File: src/hdl/murmur2_string_hash_top_assert.svh
// Assertion macros shared by the hash block.
`ifndef MURMUR2_STRING_HASH_TOP_ASSERT_SVH
`define MURMUR2_STRING_HASH_TOP_ASSERT_SVH

// Same-cycle implication, checked on every rising edge outside reset.
`define MH2_ASSERT_IMPL(lbl, ante, cons) \
  lbl: assert property (@(posedge clk) disable iff (!rst_n) (ante) |-> (cons)) \
    else $error("mh2 implication check failed");

// Next-cycle implication, checked on every rising edge outside reset.
`define MH2_ASSERT_NEXT(lbl, ante, cons) \
  lbl: assert property (@(posedge clk) disable iff (!rst_n) (ante) |=> (cons)) \
    else $error("mh2 next-cycle check failed");

`endif

File: src/hdl/mh2_pkg.sv
// Types and constants of the MurmurHash2 string hash block.
`default_nettype none
package mh2_pkg;

  localparam logic [31:0] MIX_MUL    = 32'h5bd1e995;
  localparam logic [31:0] SEED_RESET = 32'h3FB0BB5F;
  localparam int unsigned MIX_SHIFT  = 24;
  localparam int unsigned AVAL_SH1   = 13;
  localparam int unsigned AVAL_SH2   = 15;

  // One command from the front end to the mixing engine.
  typedef struct packed {
    logic        start;    // reload running hash with init
    logic [31:0] init;     // seed ^ length
    logic        has_word; // word is a full little-endian word to mix
    logic [31:0] word;
    logic        is_end;   // finish the string and emit a hash
    logic        tail_nz;  // tail bytes pending
    logic [23:0] tail;
  } mh2_cmd_t;

  // Command queue status.
  typedef struct packed {
    logic empty;
    logic full;
  } mh2_qstat_t;

endpackage
`default_nettype wire

File: src/hdl/mh2_front.sv
// Front end: byte gathering and command generation.
`default_nettype none
module mh2_front (
  input  wire logic             clk,
  input  wire logic             rst_n,
  input  wire logic [31:0]      seed,
  input  wire logic             in_valid,
  output logic                  in_ready,
  input  wire logic [7:0]       data_byte,
  input  wire logic             byte_valid,
  input  wire logic             start_of_string,
  input  wire logic             end_of_string,
  input  wire logic [31:0]      string_length,
  input  wire mh2_pkg::mh2_qstat_t qstat,
  output logic                  push,
  output mh2_pkg::mh2_cmd_t     push_cmd
);
  import mh2_pkg::*;

  logic [23:0] bytes_r, bytes_nxt;
  logic [1:0]  cnt_r, cnt_nxt;
  logic [23:0] bytes0, bytes1;
  logic [1:0]  cnt0, cnt1;
  logic        has_word;
  logic        accept;

  assign in_ready = !qstat.full;
  assign accept   = in_valid && in_ready;

  always_comb begin
    cnt0     = start_of_string ? 2'd0 : cnt_r;
    bytes0   = start_of_string ? 24'd0 : bytes_r;
    cnt1     = cnt0;
    bytes1   = bytes0;
    has_word = 1'b0;
    if (byte_valid) begin
      unique case (cnt0)
        2'd0: begin
          bytes1[7:0] = data_byte;
          cnt1        = 2'd1;
        end
        2'd1: begin
          bytes1[15:8] = data_byte;
          cnt1         = 2'd2;
        end
        2'd2: begin
          bytes1[23:16] = data_byte;
          cnt1          = 2'd3;
        end
        2'd3: begin
          has_word = 1'b1;
          bytes1   = 24'd0;
          cnt1     = 2'd0;
        end
      endcase
    end
    cnt_nxt   = end_of_string ? 2'd0 : cnt1;
    bytes_nxt = end_of_string ? 24'd0 : bytes1;
  end

  always_comb begin
    push_cmd.start    = start_of_string;
    push_cmd.init     = seed ^ string_length;
    push_cmd.has_word = has_word;
    push_cmd.word     = {data_byte, bytes0};
    push_cmd.is_end   = end_of_string;
    push_cmd.tail_nz  = (cnt1 != 2'd0);
    push_cmd.tail     = bytes1;
  end

  // Items that only add a byte to the pending word need no command.
  assign push = accept && (start_of_string || has_word || end_of_string);

  always_ff @(posedge clk) begin
    if (!rst_n) begin
      cnt_r   <= 2'd0;
      bytes_r <= 24'd0;
    end else if (accept) begin
      cnt_r   <= cnt_nxt;
      bytes_r <= bytes_nxt;
    end
  end

endmodule
`default_nettype wire

File: src/hdl/mh2_cmdq.sv
// Command queue between front end and mixing engine.
`default_nettype none
module mh2_cmdq #(
  parameter int DEPTH = 4
) (
  input  wire logic              clk,
  input  wire logic              rst_n,
  input  wire logic              push,
  input  wire mh2_pkg::mh2_cmd_t push_cmd,
  input  wire logic              pop,
  output mh2_pkg::mh2_cmd_t      head,
  output mh2_pkg::mh2_qstat_t    qstat
);
  import mh2_pkg::*;

  localparam int PW = (DEPTH > 1) ? $clog2(DEPTH) : 1;
  localparam int CW = $clog2(DEPTH + 1);

  mh2_cmd_t        mem [DEPTH];
  logic [PW-1:0]   wr_ptr_r, rd_ptr_r;
  logic [CW-1:0]   count_r;

  function automatic logic [PW-1:0] ptr_inc(input logic [PW-1:0] p);
    ptr_inc = (p == PW'(DEPTH - 1)) ? '0 : p + 1'b1;
  endfunction

  assign qstat.empty = (count_r == '0);
  assign qstat.full  = (count_r == CW'(DEPTH));
  assign head        = mem[rd_ptr_r];

  always_ff @(posedge clk) begin
    if (push) begin
      mem[wr_ptr_r] <= push_cmd;
    end
  end

  always_ff @(posedge clk) begin
    if (!rst_n) begin
      wr_ptr_r <= '0;
      rd_ptr_r <= '0;
      count_r  <= '0;
    end else begin
      if (push) wr_ptr_r <= ptr_inc(wr_ptr_r);
      if (pop)  rd_ptr_r <= ptr_inc(rd_ptr_r);
      if (push && !pop)      count_r <= count_r + 1'b1;
      else if (pop && !push) count_r <= count_r - 1'b1;
    end
  end

endmodule
`default_nettype wire

File: src/hdl/mh2_back.sv
// Mixing engine: word mix, tail, avalanche on one shared multiplier.
`default_nettype none
module mh2_back (
  input  wire logic              clk,
  input  wire logic              rst_n,
  input  wire mh2_pkg::mh2_cmd_t head,
  input  wire mh2_pkg::mh2_qstat_t qstat,
  output logic                   pop,
  output logic                   out_valid,
  input  wire logic              out_ready,
  output logic [31:0]            hash_value
);
  import mh2_pkg::*;

  typedef enum logic [2:0] {
    ST_IDLE, ST_WK2, ST_WK3, ST_WK4, ST_ET, ST_EA, ST_EF
  } state_t;

  state_t      state_r;
  mh2_cmd_t    cmd_r;
  logic [31:0] h_r, k_r, prod_r, out_data_r;
  logic        out_valid_r;
  logic [31:0] mul_op, prod_nxt, result;
  logic        out_free;

  assign pop        = (state_r == ST_IDLE) && !qstat.empty;
  assign out_valid  = out_valid_r;
  assign hash_value = out_data_r;
  assign out_free   = !out_valid_r || out_ready;
  assign result     = prod_r ^ (prod_r >> AVAL_SH2);

  always_comb begin
    unique case (state_r)
      ST_IDLE: mul_op = head.word;
      ST_WK2:  mul_op = prod_r ^ (prod_r >> MIX_SHIFT);
      ST_ET:   mul_op = cmd_r.tail_nz ? (h_r ^ {8'd0, cmd_r.tail}) : (h_r ^ (h_r >> AVAL_SH1));
      ST_EA:   mul_op = prod_r ^ (prod_r >> AVAL_SH1);
      default: mul_op = h_r;
    endcase
  end

  // Low 32 bits of the product only.
  assign prod_nxt = mul_op * MIX_MUL;

  always_ff @(posedge clk) begin
    if (state_r != ST_EF) prod_r <= prod_nxt;
    if (!rst_n) begin
      state_r     <= ST_IDLE;
      h_r         <= 32'd0;
      out_valid_r <= 1'b0;
    end else begin
      out_valid_r <= ((state_r == ST_EF) && out_free) || (out_valid_r && !out_ready);
      unique case (state_r)
        ST_IDLE: begin
          if (pop) begin
            cmd_r <= head;
            if (head.start) h_r <= head.init;
            if (head.has_word)    state_r <= ST_WK2;
            else if (head.is_end) state_r <= ST_ET;
          end
        end
        ST_WK2: state_r <= ST_WK3;
        ST_WK3: begin
          k_r     <= prod_r;
          state_r <= ST_WK4;
        end
        ST_WK4: begin
          h_r     <= prod_r ^ k_r;
          state_r <= cmd_r.is_end ? ST_ET : ST_IDLE;
        end
        ST_ET: state_r <= cmd_r.tail_nz ? ST_EA : ST_EF;
        ST_EA: state_r <= ST_EF;
        ST_EF: begin
          if (out_free) begin
            out_data_r  <= result;
            h_r         <= 32'd0;
            state_r     <= ST_IDLE;
          end
        end
        default: state_r <= ST_IDLE;
      endcase
    end
  end

endmodule
`default_nettype wire

File: src/hdl/murmur2_string_hash_top.sv
// Top level of the streaming MurmurHash2 string hash.
//
//  channel | dir | handshake              | payload
//  --------+-----+------------------------+------------------------------------
//  in_     | in  | in_tvalid / in_tready  | tdata: data_byte, string_length
//          |     |                        | tuser: byte_valid, start_of_string
//          |     |                        | tlast: end_of_string
//  out_    | out | out_tvalid / out_tready| tdata: hash_value
//  cfg_    | in  | APB, pready tied high  | reg 0 at 0x0: seed
//
//  The front end takes one byte transaction per cycle while the command queue
//  has room. Only start, full-word and end items become commands.
//  The mixing engine makes three passes through its one 32x32 multiplier per
//  full word (the first in the pop cycle) and then folds k into h, so word
//  mixing keeps pace with one byte per cycle while no result waits at the
//  output; a start alone reloads h, an end adds tail and avalanche passes.
//  Reset is synchronous on rst_n and clears all control state; no clear pass.
//  A stalled result sits in the output register; the engine waits there while
//  the queue keeps taking input until it fills.
`default_nettype none
module murmur2_string_hash_top #(
  parameter int QUEUE_DEPTH = 4
) (
  input  wire logic        clk,
  input  wire logic        rst_n,
  // in_tdata: [7:0] data_byte, [39:8] string_length
  input  wire logic [39:0] in_tdata,
  // in_tuser: [0] byte_valid, [1] start_of_string
  input  wire logic [1:0]  in_tuser,
  input  wire logic        in_tlast,
  input  wire logic        in_tvalid,
  output logic             in_tready,
  // out_tdata: [31:0] hash_value
  output logic [31:0]      out_tdata,
  output logic             out_tvalid,
  input  wire logic        out_tready,
  input  wire logic        cfg_psel,
  input  wire logic        cfg_penable,
  input  wire logic        cfg_pwrite,
  input  wire logic [2:0]  cfg_paddr,
  input  wire logic [31:0] cfg_pwdata,
  output logic [31:0]      cfg_prdata,
  output logic             cfg_pready
);
  import mh2_pkg::*;

  localparam logic REG_SEED = 1'b0;

  logic [31:0] seed_r;
  logic        cfg_wr;
  mh2_qstat_t  qstat;
  mh2_cmd_t    push_cmd, head;
  logic        q_push, q_pop;

  // Config register; the user must write it only while the block is idle, the block does not enforce it.
  assign cfg_pready = 1'b1;
  assign cfg_wr     = cfg_psel && cfg_penable && cfg_pwrite && cfg_pready;
  assign cfg_prdata = (cfg_paddr[2] == REG_SEED) ? seed_r : 32'd0;

  always_ff @(posedge clk) begin
    if (!rst_n) begin
      seed_r <= SEED_RESET;
    end else if (cfg_wr && (cfg_paddr[2] == REG_SEED)) begin
      seed_r <= cfg_pwdata;
    end
  end

  mh2_front u_front (
    .clk             (clk),
    .rst_n           (rst_n),
    .seed            (seed_r),
    .in_valid        (in_tvalid),
    .in_ready        (in_tready),
    .data_byte       (in_tdata[7:0]),
    .byte_valid      (in_tuser[0]),
    .start_of_string (in_tuser[1]),
    .end_of_string   (in_tlast),
    .string_length   (in_tdata[39:8]),
    .qstat           (qstat),
    .push            (q_push),
    .push_cmd        (push_cmd)
  );

  mh2_cmdq #(.DEPTH(QUEUE_DEPTH)) u_cmdq (
    .clk      (clk),
    .rst_n    (rst_n),
    .push     (q_push),
    .push_cmd (push_cmd),
    .pop      (q_pop),
    .head     (head),
    .qstat    (qstat)
  );

  mh2_back u_back (
    .clk        (clk),
    .rst_n      (rst_n),
    .head       (head),
    .qstat      (qstat),
    .pop        (q_pop),
    .out_valid  (out_tvalid),
    .out_ready  (out_tready),
    .hash_value (out_tdata)
  );

  `include "murmur2_string_hash_top_assert.svh"

  // No push into a full queue, no pop from an empty one.
  `MH2_ASSERT_IMPL(a_no_overflow, q_push, !qstat.full)
  `MH2_ASSERT_IMPL(a_no_underflow, q_pop, !qstat.empty)
  // A push without a pop leaves something to pop.
  `MH2_ASSERT_NEXT(a_push_fills, q_push && !q_pop, !qstat.empty)

endmodule
`default_nettype wire

File: config.mk
export PLATFORM = sky130hd
export DESIGN_NAME = murmur2_string_hash_top
export DESIGN_NICKNAME = d
export VERILOG_FILES = /design/src/hdl/mh2_pkg.sv /design/src/hdl/mh2_front.sv /design/src/hdl/mh2_cmdq.sv /design/src/hdl/mh2_back.sv /design/src/hdl/murmur2_string_hash_top.sv
export VERILOG_INCLUDE_DIRS = /design/src /design/src/hdl
export SDC_FILE = /design/constraint.sdc
export NUM_CORES = 1
export LEC_CHECK = 0
export BUFFER_PORTS_ARGS = -buffer_cell sky130_fd_sc_hd__buf_2
export CORE_MARGIN = 10
export CORE_UTILIZATION = 35
export CTS_BUF_LIST = sky130_fd_sc_hd__clkbuf_8 sky130_fd_sc_hd__clkbuf_16
export CTS_CLUSTER_DIAMETER = 150
export DETAILED_ROUTE_END_ITERATION = 6
export PLACE_DENSITY = 0.47
export SLEW_MARGIN = 20
export SYNTH_ARGS = -nofsm -noshare
export SYNTH_HDL_FRONTEND = slang
export SYNTH_HIERARCHICAL = 1
export SYNTH_SLANG_ARGS = --single-unit
File: constraint.sdc
create_clock -name clk -period 9.6 [get_ports clk]
set_input_delay 2.4 -clock clk [delete_from_list [all_inputs] [get_ports clk]]
set_output_delay 2.4 -clock clk [all_outputs]
set_load 0.1 [all_outputs]
* Yosys cells after proc, flatten, opt, wreduce, memory -nomap -nowiden *
Memory sizes are Yosys's and may differ from the RTL's. A register that Yosys moved wholly into a read port is not among the register bits.
Index checks and enable logic that the tools add are counted.

cells by class
  reductions and logical operators = 31
  multipliers = 1
  add/sub/neg operators = 4
  equality and inequality tests = 17
  mux-type cells = 34
  bitwise gates (word level) = 8

operators with widths
  kind                                                 number
  2-to-1 mux 32 bit                                    5
  one-hot mux 32 bit (4 select lines)                  1
  one-hot mux 32 bit (3 select lines)                  1
  2-to-1 mux 24 bit                                    3
  XOR 32 x 19 -> 32 bit                                2
  XOR 32 bit                                           2
  one-hot mux 8 bit (2 select lines)                   3
  multiplier 32 x 31 -> 32 bit, second input constant  1
  XOR 32 x 17 -> 32 bit                                1
  XOR 32 x 24 -> 32 bit                                1
  XOR 32 x 8 -> 32 bit                                 1
  2-to-1 mux 3 bit                                     7
  one-hot mux 3 bit (7 select lines)                   1
  2-to-1 mux 2 bit                                     8
  == test 3 bit, second input constant                 4
  logical AND 1 bit                                    10
  AND reduction 3 bit                                  3
  == test 2 bit, second input constant                 4
  one-hot mux 2 bit (4 select lines)                   1
  == test 3 x 2 -> 1 bit, second input constant        2
  logical NOT 1 bit                                    6
  logical NOT 3 bit                                    2
  adder 2 x 1 -> 2 bit, second input constant          2
  logical OR 1 bit                                     4
  other kinds (15)                                     20

storage, ports and cells
  register bits after elaboration = 223
  memories kept = 1
  logic and storage cells = 111
  RAM bits = 368
  input bits = 85
  output and inout port bits = 67

memory list
  name        depth  width  rd ports  clocked after Yosys merged registers in  wr ports  line            source
  u_cmdq.mem  4      92     1         1                                        1         mh2_cmdq.sv:19  mh2_cmd_t mem [DEPTH];

* Logic depth before layout (Yosys ltp) *
Gate-level depths: netlist (run 1).

  depth after elaboration = 11
  gate-level depth with buffers = 34
  gate-level depth less buffers = 32

* Cells and area by module *
Netlist (run 1), hierarchy kept.

by module, submodules not included
  module                   cells an instance  seq. area each (µm²)  instances  area each (µm²)
  mh2_back                 1579               4384.2                1          16493.3
  mh2_cmdq                 524                11230.8               1          13734.4
  mh2_front                232                520.5                 1          1984.4
  murmur2_string_hash_top  177                640.6                 1          1642.8

* Worst setup path before layout (run 1) *
No wires, ideal clock.

  path type = register to register
  start point = register u_back.state_r[2]
  end point = register u_back.prod_r[29], data pin
  path buffers = 4
  required time = 9.345 ns
  clock period less this slack = 8.174 ns
  setup time = 0.255 ns
  cell stages (with the launch flop) = 33
  slack = 1.426 ns
  data arrival time = 7.919 ns
  cell sequence = dfxtp_1 > buf_2 > buf_2 > buf_1 > buf_2 > nand3_1 > o21ai_0 > a21oi_1 > o22ai_1 > inv_1 > fa_1 > inv_1 > ha_1 > inv_1 > fa_1 > inv_1 > fa_1 > inv_1 > fa_1 > inv_1 > fa_1 > fa_1 > inv_1 > fa_1 > inv_1 > ha_1 > inv_1 > o21bai_1 > a21oi_1 > o21ai_0 > o21a_1 > or4b_1 > and3_1

between the ends
  word-level cells in the longest chain between the ends = 3
  elaborated cells between the ends (all ways) = 6
  those cells by class = mul (1); eq/ne (3); mux (1); reduce/logical (1)

RTL lines
  item                                         line            source
  from (decl)                                  mh2_back.sv:19  state_t state_r;
  from (signal assigned)                       mh2_back.sv:69  state_r <= cmd_r.is_end ? ST_ET : ST_IDLE;
  from (signal assigned)                       mh2_back.sv:71  ST_ET: state_r <= cmd_r.tail_nz ? ST_EA : ST_EF;
  == test 3 bit, or another cell as far along  mh2_back.sv:33  unique case (state_r)
  one-hot mux 32 bit (4 select lines) (*)      mh2_back.sv:33
  multiplier 32 x 31 -> 32 bit (*)             mh2_back.sv:43  assign prod_nxt = mul_op * MIX_MUL;
  via u_back.prod_nxt[29]                      mh2_back.sv:23  logic [31:0] mul_op, prod_nxt, result;
  to (signal assigned)                         mh2_back.sv:46  if (state_r != ST_EF) prod_r <= prod_nxt;
  to (decl)                                    mh2_back.sv:21  logic [31:0] h_r, k_r, prod_r, out_data_r;

Mark *: on every way through the listed nets, which the timed path passes. The rest lies on a longest branch.
A chain may end at the register's enable or synchronous reset.

* Worst setup path in the final report (run 1) *
  start point = register u_back/cmd_r[24] (netlist name)
  end point = register u_back.prod_r[29], data pin

between the ends
  word-level cells in the longest chain between the ends = 3

RTL lines
  item                                 line            source
  from (decl)                          mh2_back.sv:20  mh2_cmd_t cmd_r;
  from (signal assigned)               mh2_back.sv:56  cmd_r <= head;
  2-to-1 mux 32 bit                    mh2_back.sv:36  ST_ET: mul_op = cmd_r.tail_nz ? (h_r ^ {8'd0, cmd_r.tail}) : (h_r ^ (h_r >> AVAL_SH1));
  one-hot mux 32 bit (4 select lines)  mh2_back.sv:33
  multiplier 32 x 31 -> 32 bit         mh2_back.sv:43
  via u_back.prod_nxt[29]              mh2_back.sv:23

The timed path passes the listed nets, and every way through them passes these cells.

==> run metrics, run 1 <==
run status=completed; post-DR vias/cell=5.072; total global-route track usage=17.42%; sequential cell area fraction in the yosys report=49.55%; hold path cells=1; skew final=0.02713 ns; critical path required time=9.96 ns; Overflow after GRT=0; RSZ-0062 raised after global routing=false; hold endpoint=u_front/bytes_r[6]; Storage cell area=16790 µm²; multi-input combinational cell area=15000 µm²; f_max=114.3 MHz; Yosys reg bits=593; Clock Latency Late Sink=0.62 ns; area fraction of the dominant cell type after synthesis=43.46%; Root Driver=clkbuf_16; Synth cell types=76; Hold-fix buffers, CTS=0; CP startpoint kind=flop; Post-Syn Area=33850 µm²; count of flip-flops with a built-in enable after synthesis=490; Slowest cell on crit path=edfxtp_1; most common cell in the netlist=edfxtp_1; Final Hold Fails=0; FP Rows=114; Fillers=9148; CTS clk-pin slew, worst paths=0.06 ns; via count=20.33k; DRT antenna net count=0; post-synthesis cell count=2512; initial core utilization=35.16%; top cells by area, synth=edfxtp_1 (43%), fa_1 (11%), ha_1 (8.3%), mux4_2 (6.1%), dfxtp_1 (6.1%); r2r startpoint=u_back/cmd_r[24]; worst path arrival time=9.11 ns; syn_nets=3003; full die area=109600 µm²; path type of the worst setup path=reg2reg; Yosys warnings=6; CTS tree=done; clock buffer count from CTS=68; min-delay src=u_front/bytes_r[6]; worst reg2reg setup slack=0.85 ns; DRT iter0 DRCs=1214; cts repair resizes=0; antenna cell count=0; Port Buffers=148; Final Max Slew Viols=0; period utilization=91.13%; post-CTS setup buffer count=0; Total Wirelength=94740 µm; reg2reg end=u_back/prod_r[29]; post-synth top area cell=edfxtp_1; Async S/R FF share, synth=0%; Die Span Y=331.0 µm; Rel. slew slack=27.68%; Hold/Removal Path Class=reg2reg; Top FF cell, synth=edfxtp_1; Clock Sinks=593; core area=96280 µm²; drt wl/cell=23.64 µm; Setup crit start=u_back/cmd_r[24]; fin crit period=8.748 ns; initial antenna violation count=0; dpl hpwl=68520 µm; Max Cap Violations=0; TritonRoute pass-1 iters=6; die span in x=331.0 µm; Worst Max-Slew Pin Slew=1.085 ns; r2r worst-path depth=28; vias in the first global route=21.52k; nets@finish=3170; H-tree level count=3; crit path max fanout=19; DRC violations left=0; Setup violations, final=0; setup TNS=0 ns; Clock Tree Buf Depth=3; top-level port count=152; critical path endpoint category=flop; largest net degree at the start of global routing=72; layout cells sized above 1=16.29%; area grow syn2layout=12.95%; Final Wtd Congestion=0.8469; slowest cell delay on critical path=0.89 ns; first-pass GRT wire length=141400 µm; syn_area_per_cell=13.48 µm²; Commonest cells post-synth=edfxtp_1 (490), inv_1 (400), ha_1 (225), fa_1 (181), nand2_1 (122)
==> cell families after synthesis <==
family	after synthesis	share of synthesized area (%)
AO/OA/AOI/OAI	301	6.394
XOR/XNOR	152	4.036
adder cells (fa/ha/maj)	406	19.02
buffers and inverters	508	6.305
flip-flops	593	49.55
multiplexers	183	8.877
other	1	0.01108
AND/OR/NAND/NOR	368	5.806
==> per-layer routing <==
layer	vias up	part of all wire [%]	global-route usage, %
met5	-	0	0
li1	9169	-	-
met1	10550	44	23.41
met2	476	50	29.55
met4	0	2.4	4.650
met3	131	4.3	2.148
==> state kept, by name (all words and copies together), names as in the netlist, 24 cells and up, named ones only <==
| signal | cells |
|---|---|
| seed_r | 32 |
| u_cmdq/mem | 368 |
| u_back/k_r | 32 |
| u_back/prod_r | 32 |
| u_front/bytes_r | 24 |
| u_back/hash_value | 32 |
| u_back/cmd_r | 26 |
| u_back/h_r | 32 |
==> critical path, delay by kind of cell, from the launching register on <==
family | cells | cell delay, ns
adders and majority gates | 9 | 3.87
AOI/OAI and AO/OA | 6 | 1.11
muxes | 2 | 0.91
DFF | 1 | 0.89
buffers and inverters | 7 | 0.76
and+or+nand+nor | 3 | 0.75
xor gates and xnor gates | 1 | 0.17
==> area by class of cell <==
| type | count | share of cell area [%] |
|---|---|---|
| repair buffers | 204 | 3.043 |
| well taps | 1276 | 4.175 |
| inverters | 401 | 3.936 |
| multi-input cells | 1411 | 39.22 |
| clock inverters | 55 | 1.276 |
| clock buffers | 68 | 4.450 |
| flip-flops and latches | 593 | 43.90 |
==> worst max-delay path by stage <==
| stage | to | slack (ns) |
|---|---|---|
| after floorplan | u_back/prod_r[29] | 1.43 |
| after global placement | u_back/prod_r[29] | 0.93 |
| after detailed placement | u_back/prod_r[29] | 0.89 |
| after CTS | u_back/prod_r[29] | 0.87 |
| after global routing | u_back/prod_r[31] | 0.49 |
| final | u_back/prod_r[29] | 0.85 |
==> stage by stage <==
| step | std cells | hold slack, ns | setup slack, ns | utilization, % | instance area (µm²) |
|---|---|---|---|---|---|
| after floorplan | 2512 | 0.4244 | 1.426 | - | 33860 |
| after global placement | 3884 | 0.4525 | 0.9293 | 37.44 | 36040 |
| after detailed placement | 3885 | 0.4579 | 0.8875 | 37.44 | 36050 |
| after CTS | 4008 | 0.4756 | 0.8655 | 39.72 | 38240 |
| after global routing | 4008 | 0.4893 | 0.4861 | 39.72 | 38240 |
| final | 4008 | 0.4712 | 0.8516 | 39.72 | 38240 |
==> placed cells by master (no fill, tap or decap), types with 5 or more instances in the layout <==
cell and n:
buf_4 57, ha_1 225, a21oi_1 70, nand2b_1 8, o211a_1 32, and3_1 5
o211ai_1 12, nand3_1 20, dfxtp_1 98, a22oi_1 47, a21boi_0 5, inv_1 416
clkinv_1 11, and2_1 12, clkinv_2 10, a221oi_1 7, xor2_1 91, fa_1 181
mux2_2 18, nand4_1 19, xnor2_1 58, nor2b_1 108, a22o_1 24, o22ai_1 8
mux2i_1 73, o32ai_1 6, nor3_1 13, clkbuf_16 68, o21ai_0 29, o21a_1 9
edfxtp_1 490, bufinv_16 6, buf_2 147, mux4_2 92, a21o_1 13, nor2_1 28
nand2_1 122
Power of run 1 is not shown: default switching activity piles up to over one toggle a cycle in this logic, so the estimate is an artifact.
==> run 2, diff against run 1 <==
--- a/config.mk
+++ b/config.mk
@@ -8,11 +8,11 @@
 export LEC_CHECK = 0
 export BUFFER_PORTS_ARGS = -buffer_cell sky130_fd_sc_hd__buf_2
 export CORE_MARGIN = 10
-export CORE_UTILIZATION = 35
+export CORE_UTILIZATION = 45
 export CTS_BUF_LIST = sky130_fd_sc_hd__clkbuf_8 sky130_fd_sc_hd__clkbuf_16
 export CTS_CLUSTER_DIAMETER = 150
 export DETAILED_ROUTE_END_ITERATION = 6
-export PLACE_DENSITY = 0.47
+export PLACE_DENSITY = 0.58
 export SLEW_MARGIN = 20
 export SYNTH_ARGS = -nofsm -noshare
 export SYNTH_HDL_FRONTEND = slang
==> run 2 against run 1 <==
Sequential share of layout area rose by 0.66 points. Fmax is 0.46% higher. Cell count down 8.1%. Utilization is 11 points higher. Count of clock-buffer cells in the layout is 1 higher. Global-route usage grew 3.2 points. First-iteration DRC count is 48% higher. Largest cell class unchanged. Final area down 1.5%. Non-clock buffer count decreased by 4. Setup slack improved by 0.040 ns. Critical path type unchanged.
==> run metrics, run 2 (synthesis gave the netlist of run 1 again) <==
skew final=0.02785 ns (+0.0007180 ns); area grow syn2layout=11.27%; slowest cell delay on critical path=0.66 ns (-0.23 ns); first-pass GRT wire length=134300 µm (-5.0%); fin crit period=8.708 ns (-0.04041 ns); CTS tree=done; RSZ-0062 raised after global routing=false; Clock Sinks=593 (unchanged); hold endpoint=u_front/bytes_r[4]; Final Hold Fails=0 (unchanged); full die area=86600 µm² (-21%); antenna cell count=0 (unchanged); Slowest cell on crit path=o22a_1; TritonRoute pass-1 iters=5 (-1); die span in x=294.3 µm (-11%); top-level port count=152 (unchanged); Overflow after GRT=0 (unchanged); Critical Path Most Common Cell=inv_1; DRC violations left=0 (unchanged); drt wl/cell=24.09 µm (+1.9%); initial core utilization=45.40% (+10 points); Clock Latency Late Sink=0.63 ns (about the same); via count=20.26k (-0.35%); most common cell after layout, fill and taps aside=edfxtp_1; initial antenna violation count=1 (+1); path type of the worst setup path=reg2reg; FP Rows=100 (-12%); CP startpoint kind=flop; worst path arrival time=9.09 ns (-0.02 ns); Worst Max-Slew Pin Slew=1.092 ns (+0.006962 ns); r2r worst-path depth=29 (+3.6%); clock buffer count from CTS=59 (-13%); Max Cap Violations=0 (unchanged); placed instance count=3574 (-8.0%); critical path required time=9.98 ns (+0.02 ns); max reg flops=368 (unchanged); DRT antenna net count=0 (unchanged); DRT iter0 DRCs=1798 (+48%); Non-Filler Instances=3684 (-8.1%); Setup violations, final=0 (unchanged); Final Max Slew Viols=0 (unchanged); Setup crit start=u_back/state_r[2]; CTS clk-pin slew, worst paths=0.06 ns (about the same); min-delay src=u_front/bytes_r[4]; Total Wirelength=88760 µm (-6.3%); core area=74570 µm² (-23%); post-DR vias/cell=5.499 (+8.4%); run status=completed; buffer and inverter count on the worst path=8 (+1); total global-route track usage=20.57% (+3.2 points); Final Wtd Congestion=0.9228 (+9.0%); hold path cells=1 (unchanged); layout cells sized above 1=15.95% (-0.34 points); Port Buffers=148 (unchanged); Die Span Y=294.3 µm (-11%); Top delay family on crit path=adder cells; H-tree level count=2 (-1); nets@finish=3157 (-0.41%); f_max=114.8 MHz (+0.46%); largest net degree at the start of global routing=79 (+9.7%); period utilization=90.71% (-0.42 points); Rel. slew slack=27.21% (-0.46 points); Hold-fix buffers, CTS=0 (unchanged); commonest cells after routing, fill and taps aside=edfxtp_1 (490), inv_1 (415), ha_1 (225); Hold/Removal Path Class=reg2reg; worst reg2reg setup slack=0.89 ns (+0.04 ns); dpl hpwl=64140 µm (-6.4%); Root Driver=clkbuf_16; critical path endpoint category=flop; vias in the first global route=21.33k (-0.88%); crit path max fanout=16 (-3); cts repair resizes=0 (unchanged); Clock Tree Buf Depth=3 (unchanged); r2r startpoint=u_back/state_r[2]; reg2reg end=u_back/prod_r[29]; setup TNS=0 ns (unchanged); post-CTS setup buffer count=0 (unchanged); Largest Register=u_cmdq/mem
==> run 2: worst max path at each step <==
stage	depth (start not counted)	slack, ns	end
2_1_floorplan	32	1.43	u_back/prod_r[29]
3_3_place_gp	31	1.05	u_back/prod_r[29]
3_5_place_dp	30	0.98	u_back/prod_r[29]
4_1_cts	30	0.96	u_back/prod_r[29]
5_1_grt	30	0.52	u_back/prod_r[29]
6_report	29	0.89	u_back/prod_r[29]
==> run 2: metal layers <==
metal	GRT usage, %	vias up	share of wire, %
li1	-	9137	-
met1	27.89	10450	44
met2	34.91	543	49
met3	2.438	128	4.9
met4	4.891	2	2.2
met5	0	-	0.023
==> run 2: cell type report <==
| cell class | count | area [µm²] |
|---|---|---|
| Clock buffer | 69 | 1614 |
| Sequential cell | 593 | 16790 |
| Multi-Input combinational cell | 1411 | 14990 |
| Timing Repair Buffer | 200 | 1159 |
| Clock inverter | 41 | 399.1 |
| Fill cell | 6458 | 36900 |
| Inverter | 401 | 1505 |
| Tap cell | 969 | 1212 |
==> run 2: stage by stage <==
| step | utilization [%] | worst slack [ns] | instance area [µm²] | hold WS [ns] |
|---|---|---|---|---|
| CTS | 50.52 | 0.9563 | 37670 | 0.4735 |
| finish | 50.52 | 0.8920 | 37670 | 0.4689 |
| floorplan | - | 1.426 | 33860 | 0.4244 |
| detailed placement | 47.82 | 0.9752 | 35660 | 0.4552 |
| global placement | 47.81 | 1.055 | 35660 | 0.4544 |
| global route | 50.52 | 0.5225 | 37670 | 0.4859 |
Power of run 2 is left out for the same reason.
==> run 3, diff against run 2 <==
--- a/config.mk
+++ b/config.mk
@@ -8,11 +8,11 @@
 export LEC_CHECK = 0
 export BUFFER_PORTS_ARGS = -buffer_cell sky130_fd_sc_hd__buf_2
 export CORE_MARGIN = 10
-export CORE_UTILIZATION = 45
+export CORE_UTILIZATION = 40
 export CTS_BUF_LIST = sky130_fd_sc_hd__clkbuf_8 sky130_fd_sc_hd__clkbuf_16
 export CTS_CLUSTER_DIAMETER = 150
 export DETAILED_ROUTE_END_ITERATION = 6
-export PLACE_DENSITY = 0.58
+export PLACE_DENSITY = 0.53
 export SLEW_MARGIN = 20
 export SYNTH_ARGS = -nofsm -noshare
 export SYNTH_HDL_FRONTEND = slang
==> run 3 against run 2 <==
Utilization down 5.2 points. Critical path depth unchanged. Non-clock buffer count up 6. Final area up 0.94%. Cell count up 5.0%. Setup slack better by 0.022 ns. Sequential share of layout area down 0.42 points. Via count up 0.53%. First-iteration DRC count down 19%. Count of clock-buffer cells in the layout up 3. Worst hold slack better by 0.0042 ns. Critical path type unchanged. Wire length up 2.3%.
==> run metrics, run 3 (synthesis gave the netlist of run 1 again) <==
CP startpoint kind=flop; min-delay src=u_front/bytes_r[1]; critical path endpoint category=flop; FP Rows=106 (+6.0%); Final Hold Fails=0 (unchanged); slowest cell delay on critical path=0.80 ns (+0.14 ns); TritonRoute pass-1 iters=6 (+1); Final Wtd Congestion=0.8733 (-5.4%); multi-input combinational cell area=14990 µm² (about the same); r2r worst-path depth=29 (unchanged); Clock Latency Late Sink=0.63 ns (about the same); via count=20.37k (+0.53%); Hold-fix buffers, CTS=0 (unchanged); path type of the worst setup path=reg2reg; Port Buffers=148 (unchanged); DRT antenna net count=0 (unchanged); Root Driver=clkbuf_16; Worst Max-Slew Pin Slew=1.083 ns (-0.008483 ns); H-tree level count=3 (+1); r2r startpoint=u_back/state_r[2]; Clock Sinks=593 (unchanged); Rel. slew slack=27.22% (about the same); layout cells sized above 1=16.14% (+0.19 points); setup ws final=0.9140 ns (+0.02202 ns); fin area=38020 µm² (+0.94%); total global-route track usage=18.64% (-1.9 points); Hold/Removal Path Class=reg2reg; drt wl/cell=23.48 µm (-2.6%); Largest Register=u_cmdq/mem; nets@finish=3170 (+0.41%); RSZ-0062 raised after global routing=false; crit path to=u_back/prod_r[29]; pre-CTS WS=0.9924 ns (+0.01714 ns); Critical Path Most Common Cell=fa_1; Setup crit start=u_back/state_r[2]; initial core utilization=40.39% (-5.0 points); fin crit period=8.686 ns (-0.02203 ns); Final Max Slew Viols=0 (unchanged); vias in the first global route=21.07k (-1.2%); top-level port count=152 (unchanged); most common cell after layout, fill and taps aside=edfxtp_1; area grow syn2layout=12.31%; DRC violations left=0 (unchanged); Setup violations, final=0 (unchanged); clock buffer count from CTS=66 (+12%); Clock Tree Buf Depth=3 (unchanged); Total Wirelength=90800 µm (+2.3%); Max Cap Violations=0 (unchanged); Storage cell area=16790 µm² (unchanged); critical path required time=9.96 ns (-0.02 ns); f_max=115.1 MHz (+0.25%); setup TNS=0 ns (unchanged); first-pass GRT wire length=136700 µm (+1.8%); initial antenna violation count=5 (+4); core area=83820 µm² (+12%); max reg flops=368 (unchanged); CTS clk-pin slew, worst paths=0.06 ns (about the same); Die Span Y=310.9 µm (+5.7%); Slowest cell on crit path=o22a_1; die span in x=310.9 µm (+5.7%); dpl hpwl=65890 µm (+2.7%); run status=completed; CTS tree=done; Placed Instance Area=35880 µm² (+0.61%); DRT iter0 DRCs=1452 (-19%); crit path max fanout=27 (+11); post-DR vias/cell=5.266 (-4.2%); worst path arrival time=9.04 ns (-0.05 ns); reg2reg end=u_back/prod_r[29]; skew final=0.03386 ns (+0.006009 ns); post-CTS setup buffer count=0 (unchanged); period utilization=90.48% (-0.23 points); commonest cells after routing, fill and taps aside=edfxtp_1 (490), inv_1 (416), ha_1 (225); Fillers=7614 (+18%); cts repair resizes=0 (unchanged); full die area=96670 µm² (+12%); largest net degree at the start of global routing=90 (+14%); Hold WS=0.4731 ns (+0.004203 ns); Overflow after GRT=0 (unchanged); worst reg2reg setup slack=0.91 ns (+0.02 ns)
==> run 3: through the flow <==
step / cells / util, %
6_report: 3868 / 45.36
3_5_place_dp: 3745 / 42.80
4_1_cts: 3867 / 45.36
2_1_floorplan: 2512 / -
5_1_grt: 3868 / 45.36
3_3_place_gp: 3745 / 42.80
==> run 3: worst min path at each step <==
stage | slack, ns | cells after the start | to
6_report | 0.47 | 1 | u_front/bytes_r[1]
5_1_grt | 0.50 | 1 | u_front/bytes_r[7]
4_1_cts | 0.47 | 1 | u_front/bytes_r[5]
3_5_place_dp | 0.46 | 1 | u_front/bytes_r[5]
3_3_place_gp | 0.45 | 1 | u_front/bytes_r[1]
2_1_floorplan | 0.42 | 0 | u_back/k_r[13]
==> run 3: per-layer routing <==
| layer | wire, µm | share of wire [%] | track usage [%] |
|---|---|---|---|
| met1 | 39200 | 43 | 24.93 |
| met2 | 45000 | 50 | 31.26 |
| met3 | 4190 | 4.6 | 2.694 |
| met4 | 2385 | 2.6 | 5.366 |
| met5 | 27 | 0.030 | 0 |
==> run 3: critical path, delay by kind of cell, from the launching register on <==
family	cells	cell delay, ns
adders and majority gates	9	3.89
DFF	1	0.52
and+or+nand+nor	6	1.04
buffers and inverters	6	0.89
AOI/OAI and AO/OA	8	2.08
==> run 3: final cells by class <==
class,instances,area share [%]
Timing Repair Buffer,206,3.100
Multi-Input combinational cell,1411,39.41
Clock inverter,50,1.053
Clock buffer,72,4.590
Tap cell,1134,3.731
Inverter,401,3.959
Antenna cell,1,0.006581
Sequential cell,593,44.15
Power of run 3 is left out for the same reason.
